==> src/hdl/iost_pkg.sv <==
// Shared types and constants for the insertion-ordered set table.
// Has no dependencies. Every other file in this block uses it.
package iost_pkg;

	localparam int OP_W    = 2;
	localparam int VALUE_W = 32;
	localparam int MCOUNT_W = 5;

	typedef enum logic [OP_W-1:0] {
		OP_ADD      = 2'd0,
		OP_REMOVE   = 2'd1,
		OP_CONTAINS = 2'd2,
		OP_CLEAR    = 2'd3
	} opcode_t;

	// controller to datapath
	typedef struct packed {
		logic capture;   // take the incoming word into the operand registers
		logic exec;      // update the table and load the result register
	} iost_cmd_t;

	// datapath to controller
	typedef struct packed {
		logic out_free;  // result register is empty or being drained this cycle
	} iost_status_t;

endpackage

==> src/hdl/iost_if.sv <==
// Valid/ready channel interfaces for the insertion-ordered set table.
// Depends on iost_pkg for field widths.
interface iost_in_if;
	logic                                valid;
	logic                                ready;
	logic [iost_pkg::OP_W-1:0]           opcode;
	logic signed [iost_pkg::VALUE_W-1:0] value;

	modport source (output valid, output opcode, output value, input ready);
	modport sink   (input valid, input opcode, input value, output ready);
endinterface

interface iost_out_if;
	logic                               valid;
	logic                               ready;
	logic                               success;
	logic [iost_pkg::MCOUNT_W-1:0]      member_count;
	logic                               set_empty;

	modport source (output valid, output success, output member_count, output set_empty,
		input ready);
	modport sink   (input valid, input success, input member_count, input set_empty,
		output ready);
endinterface

==> src/hdl/iost_ctrl.sv <==
// Sequencer for the insertion-ordered set table: accept, compare, execute.
// Depends on iost_pkg for the command and status structs.
module iost_ctrl (
	input  logic                   clk,
	input  logic                   arst_n,
	input  logic                   in_valid,
	output logic                   in_ready,
	input  iost_pkg::iost_status_t status,
	output iost_pkg::iost_cmd_t    cmd
);

	typedef enum logic [2:0] {
		ST_IDLE = 3'b001,
		ST_CMP  = 3'b010,
		ST_EXEC = 3'b100
	} state_t;

	state_t state_q;
	state_t state_d;

	always_comb begin
		state_d     = state_q;
		in_ready    = 1'b0;
		cmd.capture = 1'b0;
		cmd.exec    = 1'b0;
		unique case (state_q)
			ST_IDLE: begin
				in_ready = 1'b1;
				if (in_valid) begin
					cmd.capture = 1'b1;
					state_d     = ST_CMP;
				end
			end
			ST_CMP: begin
				state_d = ST_EXEC;
			end
			ST_EXEC: begin
				// hold until the result register can take the word
				if (status.out_free) begin
					cmd.exec = 1'b1;
					state_d  = ST_IDLE;
				end
			end
			default: begin
				state_d = ST_IDLE;
			end
		endcase
	end

	always_ff @(posedge clk or negedge arst_n) begin
		if (!arst_n) begin
			state_q <= ST_IDLE;
		end else begin
			state_q <= state_d;
		end
	end

endmodule

==> src/hdl/iost_dp.sv <==
// Datapath of the insertion-ordered set table: entry registers, count,
// parallel compare, compaction shift and result register. Depends on iost_pkg.
module iost_dp #(
	parameter int SET_CAPACITY = 16
) (
	input  logic                                clk,
	input  logic                                arst_n,
	input  iost_pkg::iost_cmd_t                 cmd,
	input  logic [iost_pkg::OP_W-1:0]           opcode,
	input  logic signed [iost_pkg::VALUE_W-1:0] value,
	output iost_pkg::iost_status_t              status,
	iost_out_if.source                          rsp
);

	localparam int CW = $clog2(SET_CAPACITY + 1);
	localparam int IW = (SET_CAPACITY > 1) ? $clog2(SET_CAPACITY) : 1;

	logic [iost_pkg::VALUE_W-1:0] entries_q [SET_CAPACITY];
	logic [CW-1:0]                count_q;
	logic [iost_pkg::OP_W-1:0]    op_q;
	logic [iost_pkg::VALUE_W-1:0] value_q;
	logic                         found_q;
	logic [IW-1:0]                slot_q;

	logic [SET_CAPACITY-1:0]      hit;
	logic [IW-1:0]                slot_d;
	logic                         full;
	logic                         ok;
	logic [CW-1:0]                count_d;

	logic                         out_valid_q;
	logic                         success_q;
	logic [iost_pkg::MCOUNT_W-1:0] member_count_q;
	logic                         set_empty_q;

	// compare every used slot at once; values are distinct so at most one hits
	always_comb begin
		slot_d = '0;
		for (int i = 0; i < SET_CAPACITY; i++) begin
			hit[i] = (CW'(i) < count_q) && (entries_q[i] == value_q);
			if (hit[i]) begin
				slot_d = slot_d | IW'(i);
			end
		end
	end

	always_ff @(posedge clk) begin
		if (cmd.capture) begin
			op_q    <= opcode;
			value_q <= value;
		end
		found_q <= |hit;
		slot_q  <= slot_d;
	end

	assign full = (count_q == CW'(SET_CAPACITY));

	always_comb begin
		ok      = 1'b0;
		count_d = count_q;
		case (op_q)
			iost_pkg::OP_ADD: begin
				ok = !found_q && !full;
				if (ok) begin
					count_d = count_q + CW'(1);
				end
			end
			iost_pkg::OP_REMOVE: begin
				ok = found_q;
				if (ok) begin
					count_d = count_q - CW'(1);
				end
			end
			iost_pkg::OP_CONTAINS: begin
				ok = found_q;
			end
			default: begin
				ok      = 1'b1;
				count_d = '0;
			end
		endcase
	end

	// append at the tail, or close the gap left by a removed entry
	always_ff @(posedge clk) begin
		if (cmd.exec && ok) begin
			if (op_q == iost_pkg::OP_ADD) begin
				for (int j = 0; j < SET_CAPACITY; j++) begin
					if (count_q == CW'(j)) begin
						entries_q[j] <= value_q;
					end
				end
			end else if (op_q == iost_pkg::OP_REMOVE) begin
				for (int j = 0; j < SET_CAPACITY - 1; j++) begin
					if (IW'(j) >= slot_q) begin
						entries_q[j] <= entries_q[j+1];
					end
				end
			end
		end
	end

	always_ff @(posedge clk or negedge arst_n) begin
		if (!arst_n) begin
			count_q     <= '0;
			out_valid_q <= 1'b0;
		end else begin
			if (cmd.exec) begin
				count_q     <= count_d;
				out_valid_q <= 1'b1;
			end else if (rsp.ready) begin
				out_valid_q <= 1'b0;
			end
		end
	end

	always_ff @(posedge clk) begin
		if (cmd.exec) begin
			success_q      <= ok;
			member_count_q <= iost_pkg::MCOUNT_W'(count_d);
			set_empty_q    <= (count_d == '0);
		end
	end

	assign status.out_free  = !out_valid_q || rsp.ready;
	assign rsp.valid        = out_valid_q;
	assign rsp.success      = success_q;
	assign rsp.member_count = member_count_q;
	assign rsp.set_empty    = set_empty_q;

endmodule

==> src/hdl/insertion_ordered_set_table.sv <==
// Insertion-ordered set table: holds up to SET_CAPACITY distinct signed 32-bit
// values packed in the order they were added, and answers every add, remove,
// contains or clear word with one result word (success, member count, empty).
// The accepting edge latches the operands, the compare state checks every used
// entry at once and registers the hit, and the execute state updates the table
// and loads the result register, holding while that register cannot take the
// word. A new word is taken once the previous one has been executed, while its
// result may still wait in the output register; the next result waits only if
// that register is still full.
// With more than 31 entries member_count carries the low five bits of the count.
// Depends on iost_pkg, iost_if, iost_ctrl and iost_dp.
module insertion_ordered_set_table #(
	parameter int SET_CAPACITY = 16
) (
	input  logic        clk,
	input  logic        arst_n,
	iost_in_if.sink     req,
	iost_out_if.source  rsp
);

	iost_pkg::iost_cmd_t    cmd;
	iost_pkg::iost_status_t status;
	logic                   in_ready;

	iost_ctrl u_ctrl (
		.clk      (clk),
		.arst_n   (arst_n),
		.in_valid (req.valid),
		.in_ready (in_ready),
		.status   (status),
		.cmd      (cmd)
	);

	iost_dp #(
		.SET_CAPACITY (SET_CAPACITY)
	) u_dp (
		.clk    (clk),
		.arst_n (arst_n),
		.cmd    (cmd),
		.opcode (req.opcode),
		.value  (req.value),
		.status (status),
		.rsp    (rsp)
	);

	assign req.ready = in_ready;

endmodule
==> src/flat_wrapper.sv <==
// flat-port wrapper written by rule: the top's interface ports become plain ports
module insertion_ordered_set_table_flat 
#(
	parameter int SET_CAPACITY = 16
)
  (clk, arst_n, req_valid, req_opcode, req_value, req_ready, rsp_valid, rsp_success, rsp_member_count, rsp_set_empty, rsp_ready);
  iost_in_if req_i ();
  iost_out_if rsp_i ();
  input  logic clk;
  input  logic arst_n;
  input wire logic [$bits(req_i.valid)-1:0] req_valid;
  input wire logic [$bits(req_i.opcode)-1:0] req_opcode;
  input wire logic [$bits(req_i.value)-1:0] req_value;
  output wire logic [$bits(req_i.ready)-1:0] req_ready;
  output wire logic [$bits(rsp_i.valid)-1:0] rsp_valid;
  output wire logic [$bits(rsp_i.success)-1:0] rsp_success;
  output wire logic [$bits(rsp_i.member_count)-1:0] rsp_member_count;
  output wire logic [$bits(rsp_i.set_empty)-1:0] rsp_set_empty;
  input wire logic [$bits(rsp_i.ready)-1:0] rsp_ready;
  assign req_i.valid = req_valid;
  assign req_i.opcode = req_opcode;
  assign req_i.value = req_value;
  assign req_ready = req_i.ready;
  assign rsp_valid = rsp_i.valid;
  assign rsp_success = rsp_i.success;
  assign rsp_member_count = rsp_i.member_count;
  assign rsp_set_empty = rsp_i.set_empty;
  assign rsp_i.ready = rsp_ready;
  insertion_ordered_set_table #(.SET_CAPACITY(SET_CAPACITY)) u_core (.clk(clk), .arst_n(arst_n), .req(req_i), .rsp(rsp_i));
endmodule
==> config.mk <==
export PLATFORM = sky130hd
export DESIGN_NAME = insertion_ordered_set_table_flat
export DESIGN_NICKNAME = d
export VERILOG_FILES = /design/src/hdl/iost_pkg.sv /design/src/hdl/iost_if.sv /design/src/hdl/iost_ctrl.sv /design/src/hdl/iost_dp.sv /design/src/hdl/insertion_ordered_set_table.sv /design/src/flat_wrapper.sv
export SDC_FILE = /design/constraint.sdc
export NUM_CORES = 1
export LEC_CHECK = 0
export ABC_AREA = 1
export BUFFER_PORTS_ARGS = -buffer_cell sky130_fd_sc_hd__buf_2
export CORE_MARGIN = 1
export CORE_UTILIZATION = 55
export CTS_BUF_LIST = sky130_fd_sc_hd__clkbuf_8 sky130_fd_sc_hd__clkbuf_16
export CTS_CLUSTER_DIAMETER = 50
export CTS_CLUSTER_SIZE = 28
export DETAILED_ROUTE_END_ITERATION = 8
export PLACE_DENSITY = 0.75
export SYNTH_ARGS = -nofsm -noshare
export SYNTH_HDL_FRONTEND = slang
export SYNTH_SLANG_ARGS = --single-unit
==> constraint.sdc <==
create_clock -name clk -period 8.1 [get_ports clk]
set_input_delay 1.62 -clock clk [delete_from_list [all_inputs] [get_ports clk]]
set_output_delay 1.62 -clock clk [all_outputs]
set_load 0.01 [all_outputs]
## After elaboration in Yosys (flattened, before gate mapping)

Memory sizes are Yosys's and may differ from the RTL's.
Cells that the tools add are included.

- Memories kept: 1
- Register bits after elaboration: 55
- Input bits: 38
- Memory bits (writable): 512
- Logic and storage cells: 318

- Equality and inequality tests: 39
- Reduce and logical (&&, ||, !) cells: 33
- Mux-type cells: 184
- $lt $le $gt $ge: 31
- $add $sub $neg: 2
- Bitwise operators: 15

Memory list:

| name | depth | width | read ports | clocked after memory_dff | wr ports | line | text |
|---|---|---|---|---|---|---|---|
| u_core.u_dp.entries_q | 16 | 32 | 16 | 0 | 15 | iost_dp.sv:18 | `logic [iost_pkg::VALUE_W-1:0] entries_q [SET_CAPACITY];` |

Operators by type and width:

| kind | count |
|---|---|
| $eq A32 B32 Y1 | 16 |
| $mux W32 | 16 |
| $mux W1 | 148 |
| $eq A5 B4 Y1 const B | 8 |
| $lt A4 B5 Y1 const A | 8 |
| $reduce_or A32 Y1 | 1 |
| $ge A4 B4 Y1 const A | 7 |
| $mux W4 | 7 |
| $eq A5 B3 Y1 const B | 4 |
| $lt A3 B5 Y1 const A | 4 |
| $logic_and A1 B1 Y1 | 18 |
| $mux W3 | 6 |
| $ge A3 B4 Y1 const A | 4 |
| $reduce_or A16 Y1 | 1 |
| $or A1 B1 Y1 | 15 |
| $pmux W5 S3 | 1 |
| $eq A5 B2 Y1 const B | 2 |
| $logic_not A5 Y1 | 2 |
| $lt A1 B5 Y1 const A | 2 |
| $lt A2 B5 Y1 const A | 2 |
| $mux W5 | 2 |
| $pmux W3 S3 | 1 |
| $ge A1 B4 Y1 const A | 2 |
| $ge A2 B4 Y1 const A | 2 |
| 21 further kinds | 25 |

## Depth between registers and ports, before layout

An unclocked memory read counts as a cell.

- Depth after elaboration: 16
- Depth in mapped cells: 18
- Gate-level depth less buffers: 15

## By module

A second synthesis with hierarchy kept.

- Cells, all modules: 4037
- Area, all modules: 32234.7 µm²

Modules (own cells, without submodules):

| module | times used | area an instance (µm²) | cells an instance |
|---|---|---|---|
| iost_dp | 1 | 32077.0 | 4019 |
| iost_ctrl | 1 | 157.7 | 18 |

## Worst setup path before layout

No wires, ideal clock.

- Path type: input-to-reg
- Start: input port rsp_ready
- End: memory u_core.u_dp.entries_q[0][100] (netlist name), enable pin
- Path buffers: 0
- Arrival: 5459 ps
- Setup slack: 2130 ps
- Library setup time: 511 ps
- Cell stages on the path: 6
- Path through: nor2_1 -> inv_1 -> nand2_1 -> inv_2 -> nand2_4 -> o41ai_1

RTL lines:

| what | line | text |
|---|---|---|
| from (decl) | flat_wrapper.sv:19 | `input wire logic [$bits(rsp_i.ready)-1:0] rsp_ready;` |
| to (decl) | iost_dp.sv:18 |  |

==> results.toml <==
[place]
dp_hpwl_mm = 74.9
place.gp.congestion = 1.03
portBuffers = 46
dpl_cell_area_um2 = 32900

[flow_run]
maxCapViolations = 0

[global_route]
grt_pass1_vias = 24600
grt_max_degree = 216
antenna_found_initial = 5
track_usage_pct = 37.9
grt-ovfl-total = 0
grt_pass1_wl_mm = 163

[floorplanning]
coreArea_um2 = 57700
dieHeight_um = 244
die_w_um = 244
pin_count = 47
rows = 88
dieArea_um2 = 59300
initial_core_util_pct = 55.6

[cts]
htreeDepth = 3
cts_max_path_buffers = 3
cts_root_buf = "clkbuf_16"
cts_tree = "done"
insertion_delay_ps = 630
cts_resized = 0
path_clk_slew_ps = 80
clock-sinks = 567
cts_buffers = 67
cts_setup_buffers = 0
cts_hold_buffers = 0

[sta]
rsz0062_at_grt = "no"
whs_ps = 553
tns_ps = 0
period_share_pct = 64.7
max_freq_mhz = 191
min_period_ps = 5240
max_slew_margin_pct = 20.0
fin_skew_ps = 27.9
setup_viol = 0
drv_slew = 0
tightestPinTransition_ps = 1200
hold_violations = 0

[synthesis]
ys_seq_area_share_pct = 52.8
postSynthAreaPerCell_um2 = 8.90
synthFlopType = "edfxtp_1"
ys.warnings.count = 0
syn-num-nets = 3653
synth.top_cell.area_share_pct = 51.8
synth-seq-cells = 567
synth_top_area_cell = "edfxtp_1"
synth_area_um2 = 32100
synth.distinct_cells = 51
synthCells = 3606
synth_edf_count = 553
ys_async_sr_fraction_pct = 1.59
synthTopCellsByArea = "edfxtp_1 52%, nand2_1 15%, o21ai_0 5.4%, xnor2_1 4.4%, a21boi_0 3.2%"

[status]
status = "completed"

[setup_path]
arrival_ps = 5610
cp-start-kind = "input pin"
endpoint_kind = "flip-flop"
critical_path_class = "input pin to flip-flop"
cp.required_ps = 8470
crit_path_max_fanout = 215

[power_and_ir_drop]
p_leak_uw = 0.0137
total_power_uw = 8900
powerDensity_nw_per_um2 = 253
vdd_drop_max_mv = 0.199

[layout]
fin_util_pct = 61.0
fillers = 4986
final_cell_mix = "1280 x nand2_1, 553 x edfxtp_1, 342 x o21ai_0"
area_growth_pct = 9.69
nets = 3619
fin_area_um2 = 35200
layout_commonest_cell = "nand2_1"
drive_gt1_share_pct = 8.47

[detailed_routing]
wl_per_cell_um = 25.7
route.detailed.drc = 0
firstDrtPassIters = 6
finalWirelength_mm = 113
vias_per_cell = 6.09
drt_iter0_markers = 4139
num_vias = 26800
drt.antenna.violating_nets = 0

[min_path]
hold_class = "flip-flop to flip-flop"
-- worst paths after layout --
path,to,cells after the start,slack (ps),start
max,u_core.u_dp.entries_q[1][206],13,2860,rsp_ready
min,u_core.u_dp.entries_q[0][196],2,550,u_core.u_dp.entries_q[0][228]
max reg2reg,u_core.u_dp.entries_q[1][206],15,3040,u_core.u_dp.count_q[1]
min reg2reg,u_core.u_dp.entries_q[0][196],2,550,u_core.u_dp.entries_q[0][228]
max in group asynchronous,u_core.u_ctrl.state_q[0],1,7000,arst_n
min in group asynchronous,u_core.u_dp.count_q[2],1,850,arst_n
-- per-layer routing --
layer / wire (µm) / part of all wire [%] / track usage, % / vias up
li1: - / - / - / 11800
met1: 40500 / 36 / 49.1 / 12500
met2: 48400 / 43 / 56.2 / 1973
met3: 15700 / 14 / 10.4 / 426
met4: 8120 / 7.2 / 24.1 / 2
met5: 9 / 0.0080 / 0 / -
-- registers in the layout, indices dropped and copies added, names as in the netlist --
register	flops
u_core.u_dp.op_q	2
u_core.u_dp.slot_q	4
u_core.u_dp.rsp.set_empty	1
u_core.u_ctrl.state_q	3
u_core.u_dp.rsp.member_count	5
u_core.u_dp.rsp.success	1
u_core.u_dp.found_q	1
u_core.u_dp.rsp.valid	1
u_core.u_dp.entries_q	512
u_core.u_dp.value_q	32
u_core.u_dp.count_q	5
-- power breakdown --
part	internal, µW	total [µW]	switching (µW)
sequential	3410	3470	57.1
clock	1810	3200	1380
combinational	576	2230	1660
-- worst max-delay path: stages --
cell and delay [ps]:
buf_2 90, nor2_1 130, inv_1 70, nand2_1 200, inv_2 170, nand2_4 190
inv_2 260, o21ai_1 220, nand2_1 160, nor2_8 760, nand2_8 610, buf_12 480
and2_1 340
-- kinds of logic (layout without fill, tap and decap cells) --
kind of cell	after synthesis	after routing	synth area share, %
other	0	2	0
buffers and inverters	425	444	5.77
XOR/XNOR	274	274	7.48
adder cells (fa/ha/maj)	9	9	0.351
AND/OR/NAND/NOR	1735	1735	22.8
AO/OA/AOI/OAI	596	596	10.8
flip-flops	567	567	52.8
-- Yosys cell counts (all sizes together) (4+ instances only) --
library cell / n
clkinv: 4
inv: 198
xor2: 113
a21oi: 48
nor2: 238
xnor2: 161
nor3: 32
and2: 34
nand4: 23
dfxtp: 5
nand3: 100
o211ai: 11
nand2: 1294
o21ai: 345
edfxtp: 553
or2: 9
ha: 9
a21boi: 160
clkbuf: 104
buf: 119
o22ai: 20
dfrtp: 8
-- final cells by class --
cell class | count | area (µm²) | share of cell area, %
Sequential cell | 567 | 16900 | 48.1
Inverter | 202 | 758 | 2.15
Tap cell | 765 | 957 | 2.72
Clock buffer | 73 | 1830 | 5.19
Timing Repair Buffer | 120 | 811 | 2.30
Clock inverter | 49 | 488 | 1.39
Multi-Input combinational cell | 2614 | 13400 | 38.1
Antenna cell | 2 | 5.00 | 0.0142
-- per-stage QoR --
stage	instances	setup slack, ps
final	4392	2860
after global routing	4391	2640
after CTS	4390	3010
after global placement	4268	2430
after detailed placement	4268	2390
after floorplan	3606	2130
Power figures use the tool's default switching activity.
